$ cat src/sv/afd_pkg.sv
package afd_pkg;

   localparam int MAX_POSITION_DEFAULT = 128;

   localparam logic [7:0] FLAG_BYTE   = 8'h7E;
   localparam logic [7:0] ESCAPE_BYTE = 8'h7D;
   localparam logic [7:0] ESCAPE_XOR  = 8'h20;
   localparam logic [7:0] SUM_GOOD    = 8'hFF;

   typedef enum logic [2:0] {
      EV_DATA       = 3'd0,
      EV_FRAME_GOOD = 3'd1,
      EV_CSUM_FAIL  = 3'd2,
      EV_UNEXP_START = 3'd3,
      EV_TOO_LONG   = 3'd4
   } event_kind_type;

   typedef struct packed {
      event_kind_type event_kind;
      logic [7:0]     data_byte;
      logic [6:0]     byte_index;
      logic [7:0]     api_id;
      logic [6:0]     frame_length;
      logic [7:0]     checksum_byte;
   } result_type;

endpackage

$ cat src/sv/afd_in_stage.sv
module afd_in_stage (
   input  logic       clock,
   input  logic       reset,
   input  logic       req_valid,
   output logic       req_ready,
   input  logic [7:0] req_rx_byte,
   output logic       out_valid,
   input  logic       out_ready,
   output logic [7:0] out_byte
);

   logic       valid_ff, valid_in;
   logic [7:0] byte_ff, byte_in;

   assign req_ready = !valid_ff || out_ready;

   always_comb begin
      valid_in = valid_ff;
      byte_in  = byte_ff;
      if (req_ready) begin
         valid_in = req_valid;
         if (req_valid) begin
            byte_in = req_rx_byte;
         end
      end
   end

   always_ff @(posedge clock) begin
      if (reset) begin
         valid_ff <= 1'b0;
      end else begin
         valid_ff <= valid_in;
      end
      byte_ff <= byte_in;
   end

   assign out_valid = valid_ff;
   assign out_byte  = byte_ff;

endmodule

$ cat src/sv/afd_parser.sv
module afd_parser #(
   parameter int MAX_POSITION = afd_pkg::MAX_POSITION_DEFAULT
) (
   input  logic                 clock,
   input  logic                 reset,
   input  logic                 escaped_mode,
   input  logic                 in_valid,
   output logic                 in_ready,
   input  logic [7:0]           in_byte,
   output logic                 rsp_valid,
   input  logic                 rsp_ready,
   output afd_pkg::result_type  rsp_result
);

   localparam int PW = $clog2(MAX_POSITION + 2);
   localparam int EW = PW + 7;

   logic [PW-1:0]       pos_ff, pos_in;
   logic                esc_ff, esc_in;
   logic [7:0]          sum_ff, sum_in;
   logic [15:0]         len_ff, len_in;
   logic [7:0]          api_ff, api_in;
   logic                rsp_valid_ff, rsp_valid_in;
   afd_pkg::result_type res_ff, res_in;

   logic                advance;
   logic                emit;
   afd_pkg::result_type res_new;
   logic [7:0]          b;
   logic [EW-1:0]       offset;

   assign in_ready = !rsp_valid_ff || rsp_ready;
   assign advance  = in_valid && in_ready;
   assign b        = esc_ff ? (in_byte ^ afd_pkg::ESCAPE_XOR) : in_byte;
   assign offset   = {7'b0, pos_ff} - EW'(4);

   always_comb begin
      pos_in  = pos_ff;
      esc_in  = esc_ff;
      sum_in  = sum_ff;
      len_in  = len_ff;
      api_in  = api_ff;
      emit    = 1'b0;
      res_new = '0;
      res_new.api_id = api_ff;
      if (pos_ff != '0 && in_byte == afd_pkg::FLAG_BYTE && escaped_mode) begin
         emit               = 1'b1;
         res_new.event_kind = afd_pkg::EV_UNEXP_START;
         pos_in             = '0;
         esc_in             = 1'b0;
         sum_in             = '0;
      end else if (pos_ff != '0 && in_byte == afd_pkg::ESCAPE_BYTE) begin
         esc_in = 1'b1;
      end else begin
         esc_in = 1'b0;
         if (pos_ff >= PW'(3)) begin
            sum_in = sum_ff + b;
         end
         if (pos_ff == PW'(0)) begin
            if (b == afd_pkg::FLAG_BYTE) begin
               pos_in = PW'(1);
               len_in = '0;
               api_in = '0;
            end
         end else if (pos_ff == PW'(1)) begin
            len_in = {b, len_ff[7:0]};
            pos_in = PW'(2);
         end else if (pos_ff == PW'(2)) begin
            len_in = {len_ff[15:8], b};
            pos_in = PW'(3);
         end else if (pos_ff == PW'(3)) begin
            api_in = b;
            pos_in = PW'(4);
         end else if (pos_ff > PW'(MAX_POSITION)) begin
            emit               = 1'b1;
            res_new.event_kind = afd_pkg::EV_TOO_LONG;
            pos_in             = '0;
            sum_in             = '0;
         end else if (17'(pos_ff) == {1'b0, len_ff} + 17'd3) begin
            emit                  = 1'b1;
            res_new.event_kind    = (sum_in == afd_pkg::SUM_GOOD) ?
                                    afd_pkg::EV_FRAME_GOOD : afd_pkg::EV_CSUM_FAIL;
            res_new.frame_length  = offset[6:0];
            res_new.checksum_byte = b;
            pos_in                = '0;
            sum_in                = '0;
         end else begin
            emit               = 1'b1;
            res_new.event_kind = afd_pkg::EV_DATA;
            res_new.data_byte  = b;
            res_new.byte_index = offset[6:0];
            pos_in             = pos_ff + PW'(1);
         end
      end
   end

   always_comb begin
      rsp_valid_in = rsp_valid_ff && !rsp_ready;
      res_in       = res_ff;
      if (advance && emit) begin
         rsp_valid_in = 1'b1;
         res_in       = res_new;
      end
   end

   always_ff @(posedge clock) begin
      if (reset) begin
         pos_ff       <= '0;
         esc_ff       <= 1'b0;
         sum_ff       <= '0;
         len_ff       <= '0;
         api_ff       <= '0;
         rsp_valid_ff <= 1'b0;
      end else begin
         if (advance) begin
            pos_ff <= pos_in;
            esc_ff <= esc_in;
            sum_ff <= sum_in;
            len_ff <= len_in;
            api_ff <= api_in;
         end
         rsp_valid_ff <= rsp_valid_in;
      end
      res_ff <= res_in;
   end

   assign rsp_valid  = rsp_valid_ff;
   assign rsp_result = res_ff;

   a_pos_bound: assert property (@(posedge clock) disable iff (reset)
      pos_ff <= PW'(MAX_POSITION + 1))
      else $error("position beyond limit");

   a_esc_in_frame: assert property (@(posedge clock) disable iff (reset)
      esc_ff |-> pos_ff != '0)
      else $error("escape pending while hunting");

   a_sum_clear_hunt: assert property (@(posedge clock) disable iff (reset)
      pos_ff == '0 |-> sum_ff == '0)
      else $error("checksum not cleared while hunting");

   a_error_restart: assert property (@(posedge clock) disable iff (reset)
      (advance && emit && (res_new.event_kind == afd_pkg::EV_UNEXP_START ||
                           res_new.event_kind == afd_pkg::EV_TOO_LONG))
      |=> pos_ff == '0 && !esc_ff)
      else $error("no restart after error");

endmodule

$ cat src/sv/api_frame_deframer_core.sv
// Channel   Direction  Handshake               Word
// req_      in         req_valid / req_ready   rx_byte
// rsp_      out        rsp_valid / rsp_ready   event, data, index, id, length, checksum
// csr_      in         csr_valid / csr_ready   escaped_mode
//
// One word per cycle sustained while results are taken; from accept to result a word
// passes the input register, then the parser update into the result register.
// Synchronous active-high reset: hunting for start, escaped_mode set.
// A held result stalls the parser and then the input register; csr is always ready.
module api_frame_deframer_core #(
   parameter int MAX_POSITION = afd_pkg::MAX_POSITION_DEFAULT
) (
   input  logic       clock,
   input  logic       reset,
   input  logic       req_valid,
   output logic       req_ready,
   input  logic [7:0] req_rx_byte,
   output logic       rsp_valid,
   input  logic       rsp_ready,
   output logic [2:0] rsp_event_kind,
   output logic [7:0] rsp_data_byte,
   output logic [6:0] rsp_byte_index,
   output logic [7:0] rsp_api_id,
   output logic [6:0] rsp_frame_length,
   output logic [7:0] rsp_checksum_byte,
   input  logic       csr_valid,
   output logic       csr_ready,
   input  logic       csr_wdata
);

   logic                escaped_mode_ff, escaped_mode_in;
   logic                stage_valid;
   logic                stage_ready;
   logic [7:0]          stage_byte;
   afd_pkg::result_type result;

   assign csr_ready       = 1'b1;
   assign escaped_mode_in = (csr_valid && csr_ready) ? csr_wdata : escaped_mode_ff;

   always_ff @(posedge clock) begin
      if (reset) begin
         escaped_mode_ff <= 1'b1;
      end else begin
         escaped_mode_ff <= escaped_mode_in;
      end
   end

   afd_in_stage u_in_stage (
      .clock       (clock),
      .reset       (reset),
      .req_valid   (req_valid),
      .req_ready   (req_ready),
      .req_rx_byte (req_rx_byte),
      .out_valid   (stage_valid),
      .out_ready   (stage_ready),
      .out_byte    (stage_byte)
   );

   afd_parser #(
      .MAX_POSITION (MAX_POSITION)
   ) u_parser (
      .clock        (clock),
      .reset        (reset),
      .escaped_mode (escaped_mode_ff),
      .in_valid     (stage_valid),
      .in_ready     (stage_ready),
      .in_byte      (stage_byte),
      .rsp_valid    (rsp_valid),
      .rsp_ready    (rsp_ready),
      .rsp_result   (result)
   );

   assign rsp_event_kind    = result.event_kind;
   assign rsp_data_byte     = result.data_byte;
   assign rsp_byte_index    = result.byte_index;
   assign rsp_api_id        = result.api_id;
   assign rsp_frame_length  = result.frame_length;
   assign rsp_checksum_byte = result.checksum_byte;

endmodule

$ cat config.mk
export PLATFORM = sky130hd
export DESIGN_NAME = api_frame_deframer_core
export DESIGN_NICKNAME = d
export VERILOG_FILES = /design/src/sv/afd_pkg.sv /design/src/sv/afd_in_stage.sv /design/src/sv/afd_parser.sv /design/src/sv/api_frame_deframer_core.sv
export SDC_FILE = /design/constraint.sdc
export NUM_CORES = 1
export LEC_CHECK = 0
export ABC_AREA = 1
export BUFFER_PORTS_ARGS = -buffer_cell sky130_fd_sc_hd__buf_2
export CAP_MARGIN = 20
export CORE_ASPECT_RATIO = 0.8
export CORE_UTILIZATION = 35
export CTS_CLUSTER_SIZE = 16
export DETAILED_ROUTE_END_ITERATION = 7
export GPL_ROUTABILITY_DRIVEN = 0
export GPL_TIMING_DRIVEN = 0
export HOLD_SLACK_MARGIN = 0.03
export PLACE_DENSITY = 0.58
export SLEW_MARGIN = 20
export SYNTH_ARGS = -nofsm -noshare
export SYNTH_HDL_FRONTEND = slang
export SYNTH_SLANG_ARGS = --single-unit
$ cat constraint.sdc
create_clock -name clock -period 3.86 [get_ports clock]
set_input_delay 0.193 -clock clock [delete_from_list [all_inputs] [get_ports clock]]
set_output_delay 0.193 -clock clock [all_outputs]
set_load 0.1 [all_outputs]
* Yosys cells after proc, flatten, opt, wreduce, memory -nomap -nowiden
Index checks and enable logic that the tools add are counted.
Word-level totals: bits of input ports 14, register bits after elaboration 93, output and inout port bits 44
Cells by class: order comparisons 2, add/sub/neg operators 4, reductions and logical operators 25, equal/unequal tests 13, muxes and demuxes 49, bitwise gates (word level) 4
Operators by type and width (number):
- 8-bit two-way mux | 26
- 17-bit two-way mux | 5
- 16-bit two-way mux | 3
- 15-bit two-way mux | 2
- 8-bit by 7-bit == test with 1-bit output (second input constant) | 3
- 16-bit by 2-bit adder with 17-bit output (second input constant) | 1
- 8-bit by 17-bit == test with 1-bit output | 1
- 8-bit by 2-bit == test with 1-bit output (second input constant) | 2
- 8-bit OR reduction | 2
- 1-bit two-way mux | 9
- 8-bit by 1-bit adder with 8-bit output (second input constant) | 1
- 8-bit adder | 1
- 8-bit by 1-bit == test with 1-bit output (second input constant) | 1
- 8-bit == test (second input constant) | 1
- 8-bit by 2-bit greater-or-equal comparator with 1-bit output (second input constant) | 1
- 8-bit greater-than comparator (second input constant) | 1
- 8-bit logical NOT | 1
- 8-bit nonzero test | 1
- 7-bit AND reduction | 1
- 7-bit by 3-bit subtractor with 7-bit output (second input constant) | 1
- 1-bit logical AND | 6
- 3-bit two-way mux | 2
- 6-bit two-way mux | 1
- 2-bit by 1-bit != test with 1-bit output (second input constant) | 3
- other kinds (12) | 21

* Logic depth before layout (Yosys ltp)
Gate-level depths: netlist of run 1.
depth in word-level cells 15, mapped depth 17, depth with buffers taken out 15

* Modules after synthesis
A second synthesis of run 1 with hierarchy kept.
Second synthesis, totals: cells, all modules 629, area total of the unflattened synthesis 5057.4 sq um
By module, submodules not included:
- afd_parser | seq. area each 2072.0 sq um, times used 1, cells each 607, area an instance 4710.8 sq um
- afd_in_stage | seq. area each 260.2 sq um, times used 1, cells each 14, area an instance 287.8 sq um
- api_frame_deframer_core | seq. area each 20.0 sq um, times used 1, cells each 8, area an instance 58.8 sq um

* Least setup slack after synthesis of run 1
Ideal clock, no wire load.
path type register -> register, from register u_parser.pos_ff[2], to register u_parser.res_ff (netlist bit u_parser.rsp_result[0]), enable pin, path buffers 2, slack -0.162 ns, stages on the path, launching flop included 11, required time 3.405 ns, arrival 3.567 ns, path through dfxtp_1 -> clkbuf_1 -> inv_1 -> ha_1 -> nand2_1 -> nor2_8 -> inv_2 -> buf_6 -> nand3_2 -> nand2_1 -> a21oi_1
Between the ends: cells in the longest elaborated chain, start to end 8
RTL lines:
- start: declaration | RTL line afd_parser.sv:18 | logic [PW-1:0] pos_ff, pos_in;
- start signal: assignment | RTL line afd_parser.sv:116 | pos_ff <= pos_in;
- 8-bit by 2-bit == test with 1-bit output | RTL line afd_parser.sv:71 | end else if (pos_ff == PW'(3)) begin
- 1-bit two-way mux | RTL line afd_parser.sv:71
- 1-bit two-way mux | RTL line afd_parser.sv:68 | end else if (pos_ff == PW'(2)) begin
- 1-bit two-way mux | RTL line afd_parser.sv:65 | end else if (pos_ff == PW'(1)) begin
- 1-bit two-way mux | RTL line afd_parser.sv:59 | if (pos_ff == PW'(0)) begin
- 1-bit two-way mux | RTL line afd_parser.sv:52 | end else if (pos_ff != '0 && in_byte == afd_pkg::ESCAPE_BYTE) begin
- 1-bit two-way mux * | RTL line afd_parser.sv:46 | if (pos_ff != '0 && in_byte == afd_pkg::FLAG_BYTE && escaped_mode) begin
- 1-bit logical AND * | RTL line afd_parser.sv:100 | if (advance && emit) begin
- end signal: assignment | RTL line afd_parser.sv:124 | res_ff <= res_in;
- end: declaration | RTL line afd_parser.sv:24 | afd_pkg::result_type res_ff, res_in;
Mark *: on every way between the ends. The rest lies on a longest branch, timed or not. A chain may end at the register's enable or synchronous reset.

* Worst setup path after layout of run 1
from register u_parser.pos_ff[2], to register u_parser.res_ff (netlist bit u_parser.rsp_result[24]), enable pin
Same word-level chain as after synthesis.

==> impl_metrics.tcl, run 1 <==
set metrics [dict create \
    num_rows 39 \
    crit_required_ps 3910 \
    synthesis.instances 631 \
    yosysTopAreaCellShare_pct 28.93 \
    synth_area_per_cell_sq_um 8.060 \
    finalClockSkew_ps 6.702 \
    synth-seq-area-share_pct 46.25 \
    final_cell_count_no_fill 894 \
    root_buffer "clkbuf_16" \
    power.density_nw_per_um2 798.3 \
    tritoncts "yes" \
    coreArea_sq_um 14250 \
    synth_flop_cell "edfxtp_1" \
    grt_max_degree 20 \
    max_freq_ghz 0.3356 \
    clk_pin_slew_worst_paths_ps 60 \
    drive_gt1_share_pct 16.20 \
    antenna_cells 0 \
    numCtsBuffers 9 \
    yosys_warnings 0 \
    first_global_vias 4202 \
    grt_use_total_pct 18.83 \
    numClockSinks 93 \
    critPathKind "register to register" \
    synth_fp_nets 661 \
    ys_seq_elements 93 \
    cp-startpoint "u_parser.pos_ff[2]" \
    cts_setup_buffers 0 \
    r2r-start "u_parser.pos_ff[2]" \
    arrival_ps 3030 \
    synthArstFlopShare_pct 0 \
    power.leakage_nw 2.528 \
    relSlewSlack_pct 37.80 \
    pin_count 58 \
    overflow 0 \
    start_util_pct 35.70 \
    period_minus_slack_ps 2980 \
    syn_to_final_growth_pct 17.96 \
    critical_path.top_delay_family "buffers and inverters" \
    die_x_microns 136.8 \
    critPathMaxFanout 19 \
    wl_per_cell_microns 14.61 \
    die_area_sq_um 15020 \
    drt_iter0_markers 256 \
    rsz0062_at_grt "no" \
    final_net_count 735 \
    tightest_slew_ps 925.8 \
    h-tree-depth 3 \
    vias 4442 \
    hold_path.class "input pin to register" \
    grt_pass1_wl_mm 21.45 \
    path_cells "clkbuf_1 > inv_1 > ha_1 > nand2_1 > nor2_8 > inv_2 > buf_6 > nand3_2 > nand2_1 > a21oi_4 > buf_16 > buf_16" \
    place_inst 873 \
    hold_viol 0 \
    dp_hpwl_mm 10.01 \
    die_h_microns 109.8 \
    critPathLaunchType "register" \
    cts.hold.buffers_added 5 \
    drc 0 \
    cp_slowest_cell "a21oi_4" \
    antenna_left 0 \
    yosys-top-cells-area "edfxtp_1 29%, dfxtp_1 17%, nand2_1 9.7%, nor2_1 6.4%, inv_1 5.4%" \
    viasPerCell 4.969 \
    crit_buf_inv 6 \
    clk_latency_ps 340 \
    ys_types 42 \
    wl_mm 13.06 \
    clockBufferDepth 2 \
    antenna_found_initial 0 \
    cp_slowest_stage_delay_ps 470 \
    post_cts_resized 0 \
    r2r_slack_ps 880 \
    hold_start "csr_valid" \
    synth_area_leader_cell "edfxtp_1" \
    setup_viol 0 \
    critPathCaptureType "register" \
    final_max_slew_viol_count 0 \
    vdd_ir_drop_max_mv 0.4779 \
    maxCapViolCount 0 \
    firstDrtPassIters 5 \
    outcome "completed" \
    syn_area_sq_um 5086 \
    synth-edff-count 49 \
    fin_crit_sh_pct 77.20 \
    io_buffers 56 \
    hold_ws_ps 42.76 \
]
area by class of cell:
class	instances	area (sq um)
well taps	184	230.2
repair buffers	63	385.4
multi-input cells	446	2345
inverters	77	289.0
plain buffers	15	111.4
flip-flops and latches	93	2352
clock inverters	4	50.05
fillers	1458	8249
clock buffers	12	236.5
stage by stage:
stage          total power, mW  utilization (%)  area [sq um]  setup WS (ps)  TNS [ps]
3_3_place_gp             3.844            39.30          5600         -23.73    -913.2
4_1_cts                  4.808            42.11          6000          868.2         0
3_5_place_dp             3.929            39.74          5663          922.3         0
5_1_grt                  5.107            42.11          6000          585.7         0
2_1_floorplan            3.401                -          5090          747.0         0
6_report                 4.789            42.11          6000          880.0         0
state kept, by name, indices dropped and copies added (netlist names):
signal / flops
u_parser.len_ff: 16
u_parser.rsp_valid: 1
u_in_stage.out_valid: 1
u_parser.api_ff: 8
u_parser.pos_ff: 8
u_parser.sum_ff: 8
u_parser.esc_ff: 1
escaped_mode_ff: 1
u_parser.rsp_result: 41
u_in_stage.out_byte: 8
worst paths after layout:
path,cells after the start,endpoint
max,12,u_parser.rsp_result[24]
max reg2reg,12,u_parser.rsp_result[24]
min,2,escaped_mode_ff
min reg2reg,0,u_parser.rsp_result[15]
cell families (layout without fill, tap and decap cells):
kind of cell,after synthesis,after routing,synth area share [%]
other,1,1,0.07373
DFF,93,93,46.25
AOI/OAI and AO/OA,91,91,9.791
and+or+nand+nor,322,322,29.18
adders and majority gates,16,16,4.084
buffers and inverters,92,171,7.872
xor gates and xnor gates,16,16,2.755
cell usage after synthesis (2+ instances only):
cell      number
nor2_2         4
nor4_1         2
nand3_1       49
a211oi_2       2
buf_6          6
nor3_1         9
nand2_2        7
o22ai_1        5
clkbuf_1       5
inv_2          4
xnor2_1        5
a211oi_1       3
ha_1          15
edfxtp_1      49
nor2_1        87
or2_2          3
nor3b_1        2
xor2_1        11
buf_4          2
nor2_4         4
nand4_1       13
nand3_4        2
a21oi_1       40
o21ai_0       34
dfxtp_1       44
nor3_2         3
a31oi_1        2
buf_2          2
nand2_1      132
inv_1         73
cells in the final DEF, fill, tap and decap left out, types with 4 or more instances in the layout:
| cell | Yosys | routed |
|---|---|---|
| edfxtp_1 | 49 | 49 |
| dlygate4sd3_1 | 0 | 5 |
| xnor2_1 | 5 | 5 |
| clkbuf_1 | 5 | 8 |
| nor2_2 | 4 | 4 |
| nand3_1 | 49 | 49 |
| a21oi_1 | 40 | 39 |
| o22ai_1 | 5 | 5 |
| nand4_1 | 13 | 13 |
| nor3_1 | 9 | 9 |
| inv_1 | 73 | 73 |
| clkbuf_16 | 0 | 9 |
| nand2_2 | 7 | 7 |
| buf_2 | 2 | 58 |
| dfxtp_1 | 44 | 44 |
| ha_1 | 15 | 15 |
| nand2_1 | 132 | 132 |
| nor2_1 | 87 | 87 |
| xor2_1 | 11 | 11 |
| o21ai_0 | 34 | 34 |
| nor2_4 | 4 | 4 |
| inv_2 | 4 | 4 |
| buf_6 | 6 | 6 |
power breakdown:
group	total (mW)	internal [mW]	switching, mW
sequential	1.47	1.32	0.152
clock	0.868	0.502	0.367
combinational	2.45	0.635	1.81
routing by layer:
metal / vias up / wire (microns) / part of all wire, % / global-route usage [%]
met1: 2052 / 6442 / 49 / 25.96
met2: 141 / 5570 / 43 / 29.51
met4: 0 / 192 / 1.5 / 5.495
met3: 17 / 858 / 6.6 / 4.103
met5: - / 0 / 0 / 0
li1: 2232 / - / - / -
Note: power is estimated with default switching activity, not from simulation.
==> run 2: changes to the inputs <==
==> constraint.sdc (replaced) <==
create_clock -name clock -period 2.6 [get_ports clock]
set_input_delay 0.13 -clock clock [delete_from_list [all_inputs] [get_ports clock]]
set_output_delay 0.13 -clock clock [all_outputs]
set_load 0.1 [all_outputs]
==> impl_metrics.tcl, run 2 (synthesis results as in run 1) <==
set metrics [dict create \
    final_max_slew_viol_count 0 \
    vias 4525 \
    grt_use_total_pct 18.65 \
    relSlewSlack_pct 57.47 \
    intPower_mw 3.939 \
    finalPower_mw 7.526 \
    outcome "completed" \
    multi_input_area_sq_um 2449 \
    first_global_vias 4278 \
    rr_worst_depth 14 \
    antenna_left 0 \
    antenna_cells 0 \
    switching_share_pct 47.66 \
    arrival_ps 2630 \
    numCtsBuffers 9 \
    io_buffers 56 \
    vdd_ir_drop_max_mv 0.6712 \
    h-tree-depth 3 \
    cp-startpoint "u_parser.len_ff[0]" \
    grt_pass1_wl_mm 21.38 \
    die_h_microns 109.8 \
    wl_mm 13.09 \
    die_area_sq_um 15020 \
    critPathCaptureType "register" \
    power.density_nw_per_um2 1199 \
    r2r_slack_ps 170 \
    clk_pin_slew_worst_paths_ps 70 \
    register_area_sq_um 2357 \
    dp_hpwl_mm 9.954 \
    crit_buf_inv 3 \
    tritoncts "yes" \
    drc 0 \
    numClockSinks 93 \
    fillers 1448 \
    placed_area_sq_um 5659 \
    cp_slowest_cell "dfxtp_4" \
    drt_iter0_markers 303 \
    path_cells "inv_2 > ha_4 > inv_2 > nand4_1 > nor2_2 > nand2_2 > o21ai_2 > o31ai_1 > nor2_1 > nand4_1 > nor2_4 > nand2_4 > buf_6 > nor2_1" \
    critPathKind "register to register" \
    max_freq_ghz 0.4122 \
    start_util_pct 35.70 \
    hold_viol 0 \
    comb_power_share_pct 50.8 \
    firstDrtPassIters 5 \
    critPathMaxFanout 10 \
    wl_per_cell_microns 14.42 \
    die_x_microns 136.8 \
    overflow 0 \
    final_cell_mix "129 x nand2_1, 84 x nor2_1, 68 x inv_1" \
    crit_required_ps 2800 \
    seq_power_share_pct 29.1 \
    fin_crit_sh_pct 93.30 \
    cp_slowest_stage_delay_ps 380 \
    critPathLaunchType "register" \
    drive_gt1_share_pct 20.72 \
    fin_area_sq_um 6276 \
    maxCapViolCount 0 \
    largest_reg_flops 41 \
    setup_viol 0 \
    coreArea_sq_um 14250 \
    tightest_slew_ps 638.0 \
    finish.utilization_pct 44.05 \
    clockBufferDepth 2 \
    path_depth 14 \
    grt_max_degree 23 \
    pin_count 58 \
    p_sw_mw 3.587 \
    clk_latency_ps 340 \
    antenna_found_initial 0 \
    cp-endpoint "u_parser.rsp_result[4]" \
    power.leakage_nw 2.648 \
    critical_path.top_delay_family "simple AND/OR/NAND/NOR gates" \
    viasPerCell 4.983 \
    finalClockSkew_ps 9.627 \
    r2r-end "u_parser.rsp_result[4]" \
    root_buffer "clkbuf_16" \
    clockPowerShare_pct 20.1 \
    final_net_count 749 \
    layout_commonest_cell "nand2_1" \
    num_rows 39 \
    r2r-start "u_parser.len_ff[0]" \
    hold_path.class "input pin to register" \
    syn_to_final_growth_pct 23.39 \
    period_minus_slack_ps 2426 \
]
[run 2: worst min path at each step]
stage / from / endpoint / slack, ps / cells after the start
global placement: req_rx_byte[0] / u_in_stage.out_byte[0] / 310 / 1
detailed placement: req_rx_byte[6] / u_in_stage.out_byte[6] / 310 / 1
finish: req_valid / u_in_stage.out_valid / 50 / 3
global route: req_valid / u_in_stage.out_valid / 70 / 3
floorplan: reset / u_parser.len_ff[0] / 210 / 1
CTS: req_valid / u_in_stage.out_valid / 50 / 3
[run 2: stage by stage]
step	hold WS [ps]	cells	setup TNS [ps]	setup WS, ps
after global routing	70.25	908	-17.72	-7.791
final	52.06	908	0	174.3
after CTS	47.09	900	0	17.34
after global placement	309.0	871	-25310	-497.5
after floorplan	208.5	631	0	25.75
after detailed placement	311.1	873	-9836	-237.6
[run 2: timing repair]
| item | in CTS | in global routing |
|---|---|---|
| cloned | 0 | 1 |
| pin swaps | 2 | 9 |
| setup buffers | 1 | 7 |
| resized for setup | 10 | 21 |
| setup endpoints to repair | 78 | 75 |
| endpoints found under the hold margin | 9 | 0 |
| hold buffers | 10 | 0 |
[run 2: layer usage]
metal | wire length [microns] | part of all wire [%] | track usage [%] | vias to the layer above
li1 | - | - | - | 2267
met1 | 6632 | 51 | 26.38 | 2102
met2 | 5564 | 43 | 29.59 | 146
met3 | 786 | 6.0 | 3.089 | 10
met4 | 108 | 0.82 | 4.553 | 0
met5 | 0 | 0 | 0 | -
[run 2: power groups by stage]
stage | combinational [mW] | clock [mW] | sequential (mW)
after floorplan | 1.97 | 0 | 3.09
after global placement | 3.51 | 0 | 2.21
after detailed placement | 3.59 | 0 | 2.21
after CTS | 3.66 | 1.54 | 2.18
after global routing | 4.19 | 1.59 | 2.23
final | 3.83 | 1.51 | 2.19
[run 2: layout make-up]
cell class | instances | share of cell area, %
Buffer | 15 | 1.874
Clock buffer | 11 | 4.207
Clock inverter | 5 | 1.376
Inverter | 77 | 4.605
Multi-Input combinational cell | 447 | 39.02
Sequential cell | 93 | 37.56
Tap cell | 184 | 3.668
Timing Repair Buffer | 76 | 7.695
[run 2: worst register-to-register path: stages, from the launching register on]
cell     delay, ps
dfxtp_4        380
inv_2           70
ha_4           170
inv_2           70
nand4_1        170
nor2_2         240
nand2_2        110
o21ai_2        130
o31ai_1         90
nor2_1         140
nand4_1        170
nor2_4         220
nand2_4        100
buf_6          150
nor2_1          90
==> run 3: changes to the inputs <==
--- a/config.mk
+++ b/config.mk
@@ -15,6 +15,7 @@
 export GPL_ROUTABILITY_DRIVEN = 0
 export GPL_TIMING_DRIVEN = 0
 export HOLD_SLACK_MARGIN = 0.03
+export MAX_ROUTING_LAYER = met4
 export PLACE_DENSITY = 0.58
 export SLEW_MARGIN = 20
 export SYNTH_ARGS = -nofsm -noshare
==> impl_metrics.tcl, run 3 (synthesis results as in run 1) <==
set metrics [dict create \
    die_x_microns 136.8 \
    r2r-start "u_parser.len_ff[0]" \
    drive_gt1_share_pct 20.72 \
    max_freq_ghz 0.4114 \
    hold_path.class "input pin to register" \
    viasPerCell 4.926 \
    io_buffers 56 \
    clk_latency_ps 350 \
    overflow 0 \
    antenna_found_initial 0 \
    dp_hpwl_mm 9.954 \
    critical_path.top_delay_family "simple AND/OR/NAND/NOR gates" \
    grt_pass1_wl_mm 21.40 \
    hold_ws_ps 49.71 \
    critPathMaxFanout 10 \
    pin_count 58 \
    start_util_pct 35.70 \
    finalClockSkew_ps 9.216 \
    outcome "completed" \
    numClockSinks 93 \
    maxCapViolCount 0 \
    antenna_cells 0 \
    grt_max_degree 23 \
    final_cell_mix "129 x nand2_1, 84 x nor2_1, 68 x inv_1" \
    first_global_vias 4281 \
    wl_per_cell_microns 14.41 \
    r2r_slack_ps 170 \
    root_buffer "clkbuf_16" \
    firstDrtPassIters 5 \
    setup_viol 0 \
    fin_crit_sh_pct 93.50 \
    place_ws_ps -237.6 \
    power.leakage_nw 2.648 \
    r2r-end "u_parser.rsp_result[4]" \
    whs_endpoint "u_in_stage.out_valid" \
    antenna_left 0 \
    vias 4473 \
    wl_mm 13.09 \
    layout_commonest_cell "nand2_1" \
    path_cells "inv_2 > ha_4 > inv_2 > nand4_1 > nor2_2 > nand2_2 > o21ai_2 > o31ai_1 > nor2_1 > nand4_1 > nor2_4 > nand2_4 > buf_6 > nor2_1" \
    period_minus_slack_ps 2431 \
    syn_to_final_growth_pct 23.39 \
    final_max_slew_viol_count 0 \
    grt_use_total_pct 19.24 \
    finish.utilization_pct 44.05 \
    tritoncts "yes" \
    die_h_microns 109.8 \
    rr_worst_depth 14 \
    final_net_count 749 \
    drt_iter0_markers 286 \
    arrival_ps 2630 \
    fin_ws_ps 169.1 \
    place_inst 873 \
    fin_area_sq_um 6276 \
    clockBufferDepth 2 \
    hold_start "req_valid" \
    crit_buf_inv 3 \
    crit_required_ps 2800 \
    largest_reg_flops 41 \
    placed_area_sq_um 5659 \
    drc 0 \
    vdd_ir_drop_max_mv 0.6721 \
    numCtsBuffers 9 \
    coreArea_sq_um 14250 \
    critPathLaunchType "register" \
    num_rows 39 \
    hold_viol 0 \
    hold_depth 3 \
    final_cell_count_no_fill 908 \
    critPathCaptureType "register" \
    tightest_slew_ps 633.0 \
    relSlewSlack_pct 57.80 \
    finalPower_mw 7.528 \
    cp_slowest_cell "dfxtp_4" \
    critPathKind "register to register" \
    fin_setup_tns_ps 0 \
    power.density_nw_per_um2 1199 \
    cp_slowest_stage_delay_ps 380 \
    clk_pin_slew_worst_paths_ps 70 \
    die_area_sq_um 15020 \
    h-tree-depth 3 \
]
## run 3: repair_timing
action	4_1_cts	5_1_grt
gates resized for setup	10	21
gates cloned	0	1
pin swaps	2	9
endpoints found under the hold margin	9	0
hold buffers	10	0
buffers inserted	1	7
endpoints found under the setup margin	78	75
## run 3: cell type report
type,count,area [sq um]
plain buffers,15,117.6
clock buffers,11,264.0
clock inverters,5,86.33
fillers,1448,7973
inverters,77,289.0
multi-input cells,447,2449
flip-flops and latches,93,2357
well taps,184,230.2
repair buffers,76,483.0
## run 3: worst max-delay path by stage
stage	start	end	slack, ps	cells after the start
CTS	u_parser.len_ff[0]	u_parser.rsp_result[24]	20	15
global route	u_parser.len_ff[0]	u_parser.rsp_result[2]	-8	14
detailed placement	u_parser.len_ff[0]	u_parser.rsp_result[24]	-240	15
global placement	u_parser.pos_ff[2]	u_parser.rsp_result[24]	-500	10
finish	u_parser.len_ff[0]	u_parser.rsp_result[4]	170	14
floorplan	u_parser.pos_ff[2]	u_parser.rsp_result[0]	30	10
## run 3: power by group
group | internal (mW) | switching (mW) | leakage (nW)
clock network | 0.936 | 0.578 | 0.172
logic | 1.04 | 2.78 | 1.66
registers | 1.96 | 0.226 | 0.816
## run 3: worst reg2reg max path, stage by stage (launching register included)
cell and delay [ps]:
dfxtp_4 380, inv_2 70, ha_4 170, inv_2 70
nand4_1 170, nor2_2 240, nand2_2 120, o21ai_2 130
o31ai_1 80, nor2_1 130, nand4_1 160, nor2_4 230
nand2_4 100, buf_6 150, nor2_1 90
## run 3: metal layers
layer / up-vias / track usage, % / wire [microns]
met5: - / - / 0
met4: 0 / 4.553 / 91
met3: 8 / 3.089 / 695
met2: 120 / 29.55 / 5635
met1: 2082 / 26.49 / 6665
li1: 2263 / - / -
